==> src/rtl/cbse_ram.sv <==
module cbse_ram #(
   parameter int WIDTH = 64,
   parameter int DEPTH = 16,
   localparam int ADDR_W = (DEPTH > 1) ? $clog2(DEPTH) : 1
) (
   input  logic              clock,
   input  logic              wr_en,
   input  logic [ADDR_W-1:0] wr_addr,
   input  logic [WIDTH-1:0]  wr_data,
   input  logic              rd_en,
   input  logic [ADDR_W-1:0] rd_addr,
   output logic [WIDTH-1:0]  rd_data
);

   logic [WIDTH-1:0] mem_ff [DEPTH];
   logic [WIDTH-1:0] rd_data_ff;

   always_ff @(posedge clock) begin
      if (wr_en) begin
         mem_ff[wr_addr] <= wr_data;
      end
      if (rd_en) begin
         rd_data_ff <= mem_ff[rd_addr];
      end
   end

   assign rd_data = rd_data_ff;

endmodule

==> config.mk <==
export PLATFORM = sky130hd
export DESIGN_NAME = cbse_ram
export DESIGN_NICKNAME = d
export VERILOG_FILES = /design/src/rtl/cbse_ram.sv
export SDC_FILE = /design/constraint.sdc
export NUM_CORES = 1
export LEC_CHECK = 0
export ABC_CLOCK_PERIOD_IN_PS = 7500
export BUFFER_PORTS_ARGS = -buffer_cell sky130_fd_sc_hd__buf_2
export CAP_MARGIN = 20
export CORE_MARGIN = 2
export CORE_UTILIZATION = 55
export DETAILED_ROUTE_END_ITERATION = 12
export GPL_TIMING_DRIVEN = 0
export PLACE_DENSITY = 0.7
export SLEW_MARGIN = 10
export SYNTH_ARGS = -nofsm -noshare
export SYNTH_HDL_FRONTEND = slang
export SYNTH_SLANG_ARGS = --single-unit
==> constraint.sdc <==
create_clock -name clock -period 7.5 [get_ports clock]
set_input_delay 0.375 -clock clock [delete_from_list [all_inputs] [get_ports clock]]
set_output_delay 0.375 -clock clock [all_outputs]
set_load 0.03 [all_outputs]
== After elaboration in Yosys (flattened, before gate mapping) ==
Memories as Yosys holds them, arrays and structs flattened. A register that Yosys moved wholly into a read port is not among the register bits.
Cells that the tools add are included.

* Output and inout bits: 64
* Memory bits (writable): 1,024
* Bits of input ports: 75
* Register bits after elaboration: 0
* Memories kept: 1
* Word-level logic and storage cells: 3

{| class="wikitable"
|+ Memory list
! memory !! words !! bits a word !! rd ports !! clocked after Yosys merged registers in !! write ports !! RTL line !! RTL
|-
| mem_ff || 16 || 64 || 1 || 1 || 1 || 15 || <nowiki>logic [WIDTH-1:0] mem_ff [DEPTH];</nowiki>
|}

* Mux-type cells: 2

{| class="wikitable"
|+ Operators by type and width
! operator !! number
|-
| $mux 1 || 2
|}

== Logic depth before layout (Yosys ltp) ==
Gate-level depths: netlist of the first run.

* Depth in word-level cells: 2
* Mapped depth: 6

== Least setup slack after synthesis of the first run ==
OpenSTA, ideal clock, no wires.

* Path kind: input port to flip-flop
* From: input port wr_addr[2]
* To: memory mem_ff[0][0] (enable)
* Library setup time: 0.565 ns
* Stages on the path: 2
* Data arrival time: 5.238 ns
* Setup slack: 1.696 ns
* Path through: or3b_2 nor3_1

{| class="wikitable"
|+ RTL lines
! item !! RTL line !! RTL
|-
| start, declared || 8 || <nowiki>input logic [ADDR_W-1:0] wr_addr,</nowiki>
|-
| end, declared || 15 ||
|}

Straight into the memory's write port.

== Worst setup path in the final report of the first run ==
* From: input port wr_addr[2]
* To: memory mem_ff[0][37] (enable)

Straight into the memory's write port.

==> results of run 1 <==
-- layer usage --
metal	up-vias	GRT usage [%]
met4	10	7.623
li1	7775	-
met1	10120	34.56
met2	890	38.40
met3	140	4.711
met5	-	0
-- cells in the final DEF (no fill, tap or decap) --
cell        count
a22oi_1       128
and2_1          1
buf_1          16
buf_12         21
buf_16         19
buf_2         148
buf_4          29
buf_6          27
buf_8           1
bufinv_16      11
clkbuf_1       47
clkbuf_16     106
clkinv_1       26
clkinv_2       20
clkinv_4        5
clkinv_8        1
clkinvlp_4      6
diode_2         7
edfxtp_1     1088
inv_6           4
mux4_2        256
nand2_1        65
nand2b_1        2
nand3_1         1
nand3b_1        2
nor2_2          1
nor2_4         12
nor2b_1         2
nor3_2          4
or3b_2          1
-- report_power, final --
part           internal, uW  switching, uW
clock network          2960           2190
logic                   255            427
registers              6850           34.2
-- worst max-delay path by stage --
stage / slack [ns] / from / depth (start not counted) / end
finish: 5.48 / wr_addr[2] / 7 / mem_ff[0][37]
global route: 5.39 / wr_en / 6 / mem_ff[12][49]
floorplan: 1.70 / wr_addr[2] / 2 / mem_ff[0][0]
global placement: -3.40 / wr_addr[3] / 3 / mem_ff[4][52]
detailed placement: 4.81 / wr_addr[2] / 7 / mem_ff[0][40]
CTS: 5.50 / wr_addr[2] / 7 / mem_ff[0][38]
-- final cells by class --
class	count	area (um2)	area share, %
Antenna cell	7	17.52	0.03737
Buffer	84	451.7	0.9635
Clock buffer	117	2694	5.746
Clock inverter	73	668.1	1.425
Multi-Input combinational cell	475	7212	15.38
Sequential cell	1088	32670	69.69
Tap cell	959	1200	2.560
Timing Repair Buffer	213	1964	4.190
-- stage by stage --
stage | hold WS (ns) | setup slack, ns | utilization [%] | area, um2
6_report | 0.09069 | 5.477 | 64.47 | 46880
5_1_grt | 0.08938 | 5.394 | 64.46 | 46870
4_1_cts | 0.05499 | 5.495 | 64.45 | 46860
3_5_place_dp | 0.7307 | 4.805 | 59.82 | 43500
3_3_place_gp | 0.7303 | -3.404 | 57.90 | 42100
2_1_floorplan | 0.4739 | 1.696 | - | 40220
-- logic make-up after synthesis --
group                  Yosys count  share of synthesized area [%]
buffers and inverters           84                          1.123
AO/OA/AOI/OAI                  128                          2.389
multiplexers                   256                          14.33
flip-flops                    1088                          81.23
AND/OR/NAND/NOR                 91                         0.9270
-- sequential cells by signal, summed over array words and instances (netlist names) --
register and flops:
mem_ff 1024, rd_data 64
-- critical path, delay by kind of cell --
| kind | cells | cell delay [ns] |
|---|---|---|
| AND/OR/NAND/NOR | 2 | 1.09 |
| buffers and inverters | 5 | 0.89 |
==> run metrics, run 1 <==
status=finished clean; core area=72710 um2; Total Nets Final=between 2000 and 2500; final slew viol count=0; Metal-1 WL=35050 um; clock latency on the worst-skew pair=0.65 ns; final setup TNS=0 ns; Remaining DRCs=0; Initial Util=between 50 and 60%; first-pass GRT wire length=roughly 130000 um; asr flop ratio synth=0%; post-DP HPWL=roughly 56000 um; most numerous cell in the Yosys netlist=edfxtp_1; Tot Pwr=approximately 13000 uW; Hold Path End=mem_ff[6][61]; CTS root buffer=clkbuf_16; max_cap viols=0; Max Fclk=about 500 MHz; via count=roughly 19000; Setup-failing EPs final=0; Post-CTS Hold Fix Bufs=0; Finished Layout Cells=3016; post-route ant nets=0; crit path DAT=about 2.4 ns; top post-synthesis cells by area=edfxtp_1 81%, mux4_2 14%, a22oi_1 2.4%; post-CTS setup buffer count=0; final worst-path cycle share=26.98%; Seq/Total Area, Yosys=about four fifths; WL/cell=29.37 um; row count=99; via count of the first global-routing pass=approximately 20000; drt total wl=88580 um; # clock sinks=1088; Critical Path Fanout Max=7; worst vdd ir=between 0.0002 and 0.00025 V; DR WL met2=~44000 um; fill cell count=~4600; gpl congestion=about 0.71; grt ovf=0; Met3 Routed Length=roughly 7500 um; crit path kind=in2reg; 1st-pass router iterations=5; # port buffers=between 100 and 150; Syn Nets=roughly 1700; Top FF cell, synth=edfxtp_1; initial antenna violation count=11; Worst Hold Depth=1; r2r endpoint=rd_data[58]; clock skew=0.01487 ns; slowest CP cell=or3b_2; CTS clk-pin slew, worst paths=approximately 0.060 ns; CTS resizes=0; post-synth top area share=between 80% and 90%; Synth cell types=17; #FFs+latches synth=about 1100; Post-Syn Area per Cell=between 20 and 25 um2; Hold Path Class=in2reg; clk buf depth=3; pwr dens=271.2 nW/um2; WP data required=approximately 8 ns; cts bufs inserted=roughly 110; Die ar.=75310 um2; slew at the pin with the worst max-slew slack=1.061 ns; R2R depth=3; reg2reg start=mem_ff[3][58]; min Tclk post-route=about 2.0 ns; GR Util All Layers=about a quarter; pin count of the biggest net entering global routing=46; slowest stage delay, CP=~0.59 ns; die span in y=between 200 and 300 um; Syn Std Cell Area=40220 um2; most used cell, CP=buf_6; share of cells above drive strength 1=approximately a third; drt first-iter violations=around 2400; endpoints failing hold=0; Reg2Reg Setup Slack=5.94 ns; TritonCTS clock tree=done; area delta synth->final=16.55%; htree depth=3; DR vias/cell=roughly 6.3; io pins=139; cell taking the most area after synthesis=edfxtp_1; leak pwr=0.01509 uW; die width=274.4 um; Max Used Layer=met5; Post-Synthesis Cells=roughly 1600; worst relative slew slack=~29%; commonest cells in the netlist=1088 x edfxtp_1, 256 x mux4_2, 128 x a22oi_1; RSZ-0062 raised after global routing=no; Ys Warns=0; critical path, cell by cell=buf_2 -> or3b_2 -> nor3_2 -> buf_6 -> buf_6 -> buf_4 -> buf_6; critical path launch point type=input pin; placed instance count=2819; Hold Startpoint=wr_data[61]; crit path capture type=flip-flop; EDFF count, synth=around 1100
No activity file was read; power rests on OpenSTA's default activity.
==> inputs of run 2 (changes only) <==
Settings changed: ABC_CLOCK_PERIOD_IN_PS 7500 to 2100.
Clock period 7.5 ns to 2.1 ns, I/O delays scaled along.
==> run 2 against run 1 <==
Effect of this change:
- cell count rose by 1.7%
- critical path type unchanged
- register-to-register slack worse by 5.5 ns
- highest routed layer unchanged
- flip-flop and latch count unchanged
- clock-buffer cell count rose by 14
- critical path depth decreased by 1
==> run metrics, run 2 (same netlist as run 1, synthesis figures left out) <==
worst vdd ir=0.0007603 V (+250%); critical path, cell by cell=dlygate4sd3_1 -> buf_2 -> nand2b_1 -> nor2_4 -> buf_16 -> buf_12; core area=72710 um2 (unchanged); WP data required=2.44 ns (-5.41 ns); io pins=139 (unchanged); 1st-pass router iterations=6 (+1); post-place instance area=43490 um2 (about the same); pwr dens=965.4 nW/um2 (+260%); Setup-failing EPs final=0 (unchanged); Total Nets Final=2098 (+2.7%); row count=99 (unchanged); die span in y=274.4 um (unchanged); reg2reg start=mem_ff[2][57]; crit path kind=in2reg; slew at the pin with the worst max-slew slack=0.9907 ns (-0.07053 ns); drt total wl=88990 um (+0.46%); final worst-path cycle share=a little over nine tenths; status=finished clean; share of cells above drive strength 1=31.07% (-1.7 points); area delta synth->final=18.54%; slowest stage delay, CP=0.65 ns (+0.06 ns); slowest CP cell=nor2_4; Critical path buffers and inverters=4 (-1); max_cap viols=0 (unchanged); CTS root buffer=clkbuf_16; minimum hold slack=0.01581 ns (-0.07488 ns); RSZ-0062 raised after global routing=no; Clk pwr share=41.0% (+0.5 points); Hold Path Class=in2reg; crit path from=wr_addr[0]; WL/cell=29.00 um (-1.2%); final instance area=47680 um2 (+1.7%); initial antenna violation count=7 (-4); Switching Power=9414 uW (+260%); Critical Path Fanout Max=21 (+14); htree depth=3 (unchanged); leak pwr=0.01540 uW (+2.1%); crit path DAT=2.35 ns (-0.03 ns); clock skew=0.01864 ns (+0.003774 ns); grt ovf=0 (unchanged); TritonCTS clock tree=done; drt first-iter violations=2218 (-8.9%); clk buf depth=3 (unchanged); via count of the first global-routing pass=19700 (+0.91%); Remaining DRCs=0 (unchanged); Hold Startpoint=wr_en; worst relative slew slack=33.95% (+4.7 points); sequential power share=53.4% (-0.8 points); crit path capture type=flip-flop; final slew viol count=0 (unchanged); r2r endpoint=rd_data[57]; via count=19030 (+0.48%); R2R depth=3 (unchanged); clock latency on the worst-skew pair=0.66 ns (about the same); # clock sinks=1088 (unchanged); die width=274.4 um (unchanged); pin count of the biggest net entering global routing=36 (-22%); Int Power=36620 uW (+260%); min Tclk post-route=just over 2 ns; cts bufs inserted=105 (unchanged); CTS resizes=0 (unchanged); commonest non-fill, non-tap cell in the layout=edfxtp_1; Combinational Power Share=5.5% (about the same); Reg with most FFs=mem_ff; Worst Setup EP=mem_ff[1][53]; gpl congestion=0.7042 (-0.75%); first-pass GRT wire length=131400 um (+1.4%); Initial Util=55.32% (unchanged); post-route ant nets=0 (unchanged); post-DP HPWL=54500 um (-2.0%); DR vias/cell=6.203 (-1.2%); Reg2Reg Setup Slack=0.45 ns (-5.49 ns); Worst path depth=6 (-1); endpoints failing hold=0 (unchanged); # port buffers=136 (unchanged); critical path launch point type=input pin; Die ar.=75310 um2 (unchanged); fill cell count=4558 (-1.6%); GR Util All Layers=24.40% (+0.22 points); most frequent cells in the layout=1088 x edfxtp_1, 256 x mux4_2, 148 x buf_2; switching part of the total power=20.45% (-0.38 points); final core occ=65.58% (+1.1 points); Largest register FFs=1024 (unchanged); CTS clk-pin slew, worst paths=0.06 ns (about the same); Max Fclk=just under 500 MHz; cell family with most CP delay=buffers and inverters
-- run 2: per-layer routing --
layer / vias to the layer above / GRT usage, % / wire length (um)
met5: - / 0 / 78
li1: 7885 / - / -
met4: 12 / 7.466 / 2103
met2: 889 / 39.11 / 44230
met1: 10090 / 34.79 / 35140
met3: 156 / 4.545 / 7433
-- run 2: worst min path at each step --
stage / end / cells past startpoint
after detailed placement: mem_ff[10][28] / 1
after global placement: mem_ff[8][48] / 1
after global routing: mem_ff[14][18] / 3
after CTS: mem_ff[14][18] / 3
after floorplan: mem_ff[0][0] / 0
final: mem_ff[14][18] / 3
-- run 2: final cells by class --
class / count / area (um2) / share of cell area [%]
Tap cell: 959 / 1200 / 2.517
Clock buffer: 131 / 2810 / 5.894
Antenna cell: 1 / 2.502 / 0.005248
Timing Repair Buffer: 269 / 2654 / 5.566
Sequential cell: 1088 / 32670 / 68.52
Buffer: 84 / 451.7 / 0.9473
Multi-Input combinational cell: 475 / 7249 / 15.20
Clock inverter: 61 / 641.9 / 1.346
-- run 2: worst register-to-register path: stages, from the launching register on --
cell      delay [ns]
edfxtp_1        0.42
mux4_2          0.52
a22oi_1         0.32
nand2_1         0.13
-- run 2: stage by stage --
| step | power, uW | setup slack (ns) | setup TNS (ns) | std cells |
|---|---|---|---|---|
| after global routing | 47280 | 0.009934 | 0 | 3068 |
| after detailed placement | 27490 | -0.2553 | -18.31 | 2802 |
| final | 46030 | 0.08655 | 0 | 3068 |
| after floorplan | 26420 | -0.5362 | -194.19 | 1647 |
| after CTS | 46240 | 0.06350 | 0 | 3063 |
| after global placement | 27320 | -2.618 | -1708.25 | 2742 |
-- run 2: power by group through the flow --
stage / sequential (uW) / clock, uW / combinational (uW)
floorplan: 25200 / 0 / 1170
global placement: 25000 / 0 / 2290
detailed placement: 25000 / 0 / 2450
CTS: 24600 / 19100 / 2580
global route: 24600 / 19900 / 2720
finish: 24600 / 18900 / 2550
-- run 2: timing repair --
| action | 4_1_cts | 5_1_grt |
|---|---|---|
| setup endpoints to repair | 0 | 45 |
| setup buffers | 0 | 4 |
| endpoints found under the hold margin | 1077 | 0 |
| hold buffers | 69 | 0 |
==> inputs of run 3 (changes only) <==
Settings changed: CORE_MARGIN 2 to 3.
==> run 3 against run 2 <==
Effect of this change:
- clock power up 4%
- cell count about the same
- flip-flop and latch count unchanged
- register-to-register slack worse by 0.03 ns
- first-iteration DRC count up 3.4%
- largest cell class unchanged
==> run metrics, run 3 (same netlist as run 1, synthesis figures left out) <==
TritonCTS clock tree=done; core area=71980 um2 (-1.0%); critical path launch point type=input pin; Worst Setup EP=rd_data[17]; Finished Layout Cells=3066 (-0.065%); Worst path depth=6 (unchanged); Total Nets Final=2098 (unchanged); slowest CP cell=clkbuf_1; die span in y=276.4 um (+0.73%); status=finished clean; Initial Util=55.88% (+0.56 points); crit path DAT=2.25 ns (-0.10 ns); fill cell count=4362 (-4.3%); cts bufs inserted=106 (+0.95%); drt first-iter violations=2294 (+3.4%); Max Fclk=571.2 MHz (+15%); grt ovf=0 (unchanged); slew at the pin with the worst max-slew slack=1.056 ns (+0.06502 ns); most frequent cells in the layout=1088 x edfxtp_1, 256 x mux4_2, 148 x buf_2; crit path from=rd_addr[3]; clock skew=0.02332 ns (+0.004676 ns); post-CTS setup buffer count=0 (unchanged); reg2reg start=mem_ff[10][50]; slowest stage delay, CP=0.76 ns (+0.11 ns); leak pwr=0.01554 uW (+0.95%); Die ar.=76410 um2 (+1.5%); initial antenna violation count=9 (+2); Reg2Reg Setup Slack=0.42 ns (-0.03 ns); 1st-pass router iterations=5 (-1); post-route ant nets=0 (unchanged); WP data required=2.59 ns (+0.15 ns); min Tclk post-route=1.751 ns (-0.2627 ns); # clock sinks=1088 (unchanged); Setup-failing EPs final=0 (unchanged); minimum hold slack=0.07124 ns (+0.05544 ns); Remaining DRCs=0 (unchanged); pwr dens=975.9 nW/um2 (+1.1%); final worst-path cycle share=83.37% (-13 points); commonest non-fill, non-tap cell in the layout=edfxtp_1; final slew viol count=0 (unchanged); cell family with most CP delay=buffers and inverters; Largest register FFs=1024 (unchanged); die width=276.4 um (+0.73%); placed instance count=2800 (-0.071%); critical path, cell by cell=buf_2 -> nor2b_1 -> clkbuf_1 -> clkbuf_1 -> a22oi_1 -> nand2_1; max_cap viols=0 (unchanged); WL/cell=29.97 um (+3.3%); post-DP HPWL=55070 um (+1.1%); worst relative slew slack=29.62% (-4.3 points); row count=98 (-1.0%); GR Util All Layers=24.37% (-0.037 points); clk buf depth=3 (unchanged); r2r endpoint=rd_data[50]; Reg with most FFs=mem_ff; CTS clk-pin slew, worst paths=0.06 ns (about the same); drt total wl=91900 um (+3.3%); CTS root buffer=clkbuf_16; pin count of the biggest net entering global routing=37 (+2.8%); Hold Path Class=in2reg; htree depth=3 (unchanged); first-pass GRT wire length=136100 um (+3.6%); via count=19250 (+1.2%); Critical path buffers and inverters=3 (-1); R2R depth=3 (unchanged); worst vdd ir=0.0007174 V (-5.6%); # port buffers=136 (unchanged); gpl congestion=0.7080 (+0.54%); DR vias/cell=6.280 (+1.2%); crit path kind=in2reg; endpoints failing hold=0 (unchanged); area delta synth->final=19.36%; CTS resizes=0 (unchanged); io pins=139 (unchanged); final setup TNS=0 ns (unchanged); Post-CTS Hold Fix Bufs=65 (-5.8%); share of cells above drive strength 1=31.83% (+0.76 points); Critical Path Fanout Max=10 (-52%); clock latency on the worst-skew pair=0.66 ns (about the same); RSZ-0062 raised after global routing=no; crit path capture type=flip-flop; most used cell, CP=clkbuf_1; via count of the first global-routing pass=20380 (+3.4%); Tot Pwr=46860 uW (+1.8%)
run 3: cell count changes in the layout (fill, tap and decap cells not counted), sizes merged:
cell and change:
clkbuf -7, dlygate4sd3 -4, clkinv +4, clkinvlp +2
diode +4, buf +3, bufinv +5
run 3: worst register-to-register path, stage by stage (launching register included):
cell,delay (ns)
edfxtp_1,0.48
mux4_2,0.50
a22oi_1,0.24
nand2_1,0.16
run 3: layout make-up:
cell class              instances  area, um2  area share (%)
clock buffers                 124       2784           5.799
plain buffers                  84      451.7          0.9408
flip-flops and latches       1088      32670           68.05
diodes                          5      12.51         0.02606
well taps                     950       1189           2.476
multi-input cells             475       7249           15.10
repair buffers                268       2811           5.856
clock inverters                72      842.1           1.754
run 3: per-layer routing:
metal  GRT usage [%]  vias up  routed length, um
met4           7.123        6               2097
met1           34.24    10250              35740
met5               0        -                 49
met2           39.81      938              46390
met3           4.560      159               7619
li1                -     7899                  -
run 3: report_power, final:
group	switching [uW]	internal, uW
logic	1570	1010
clock network	7900	11800
registers	127	24500
total	9600	37300
run 3: how the worst min path moves through the flow:
stage                           start  cells past startpoint       endpoint
after detailed placement  wr_data[44]                      1  mem_ff[1][44]
after global routing       wr_addr[2]                      3  mem_ff[15][1]
after CTS                  wr_addr[0]                      2  mem_ff[4][31]
after floorplan            wr_data[0]                      0   mem_ff[0][0]
after global placement     wr_data[9]                      1   mem_ff[6][9]
final                      wr_addr[0]                      2  mem_ff[4][31]
run 3: per-stage QoR:
| stage | setup slack (ns) | utilization [%] | instance area, um2 |
|---|---|---|---|
| floorplan | -0.5362 | - | 40360 |
| global placement | -2.676 | 58.67 | 42230 |
| detailed placement | -0.2209 | 60.74 | 43720 |
| CTS | 0.4274 | 66.69 | 48000 |
| global route | 0.3385 | 66.69 | 48000 |
| finish | 0.3492 | 66.70 | 48010 |
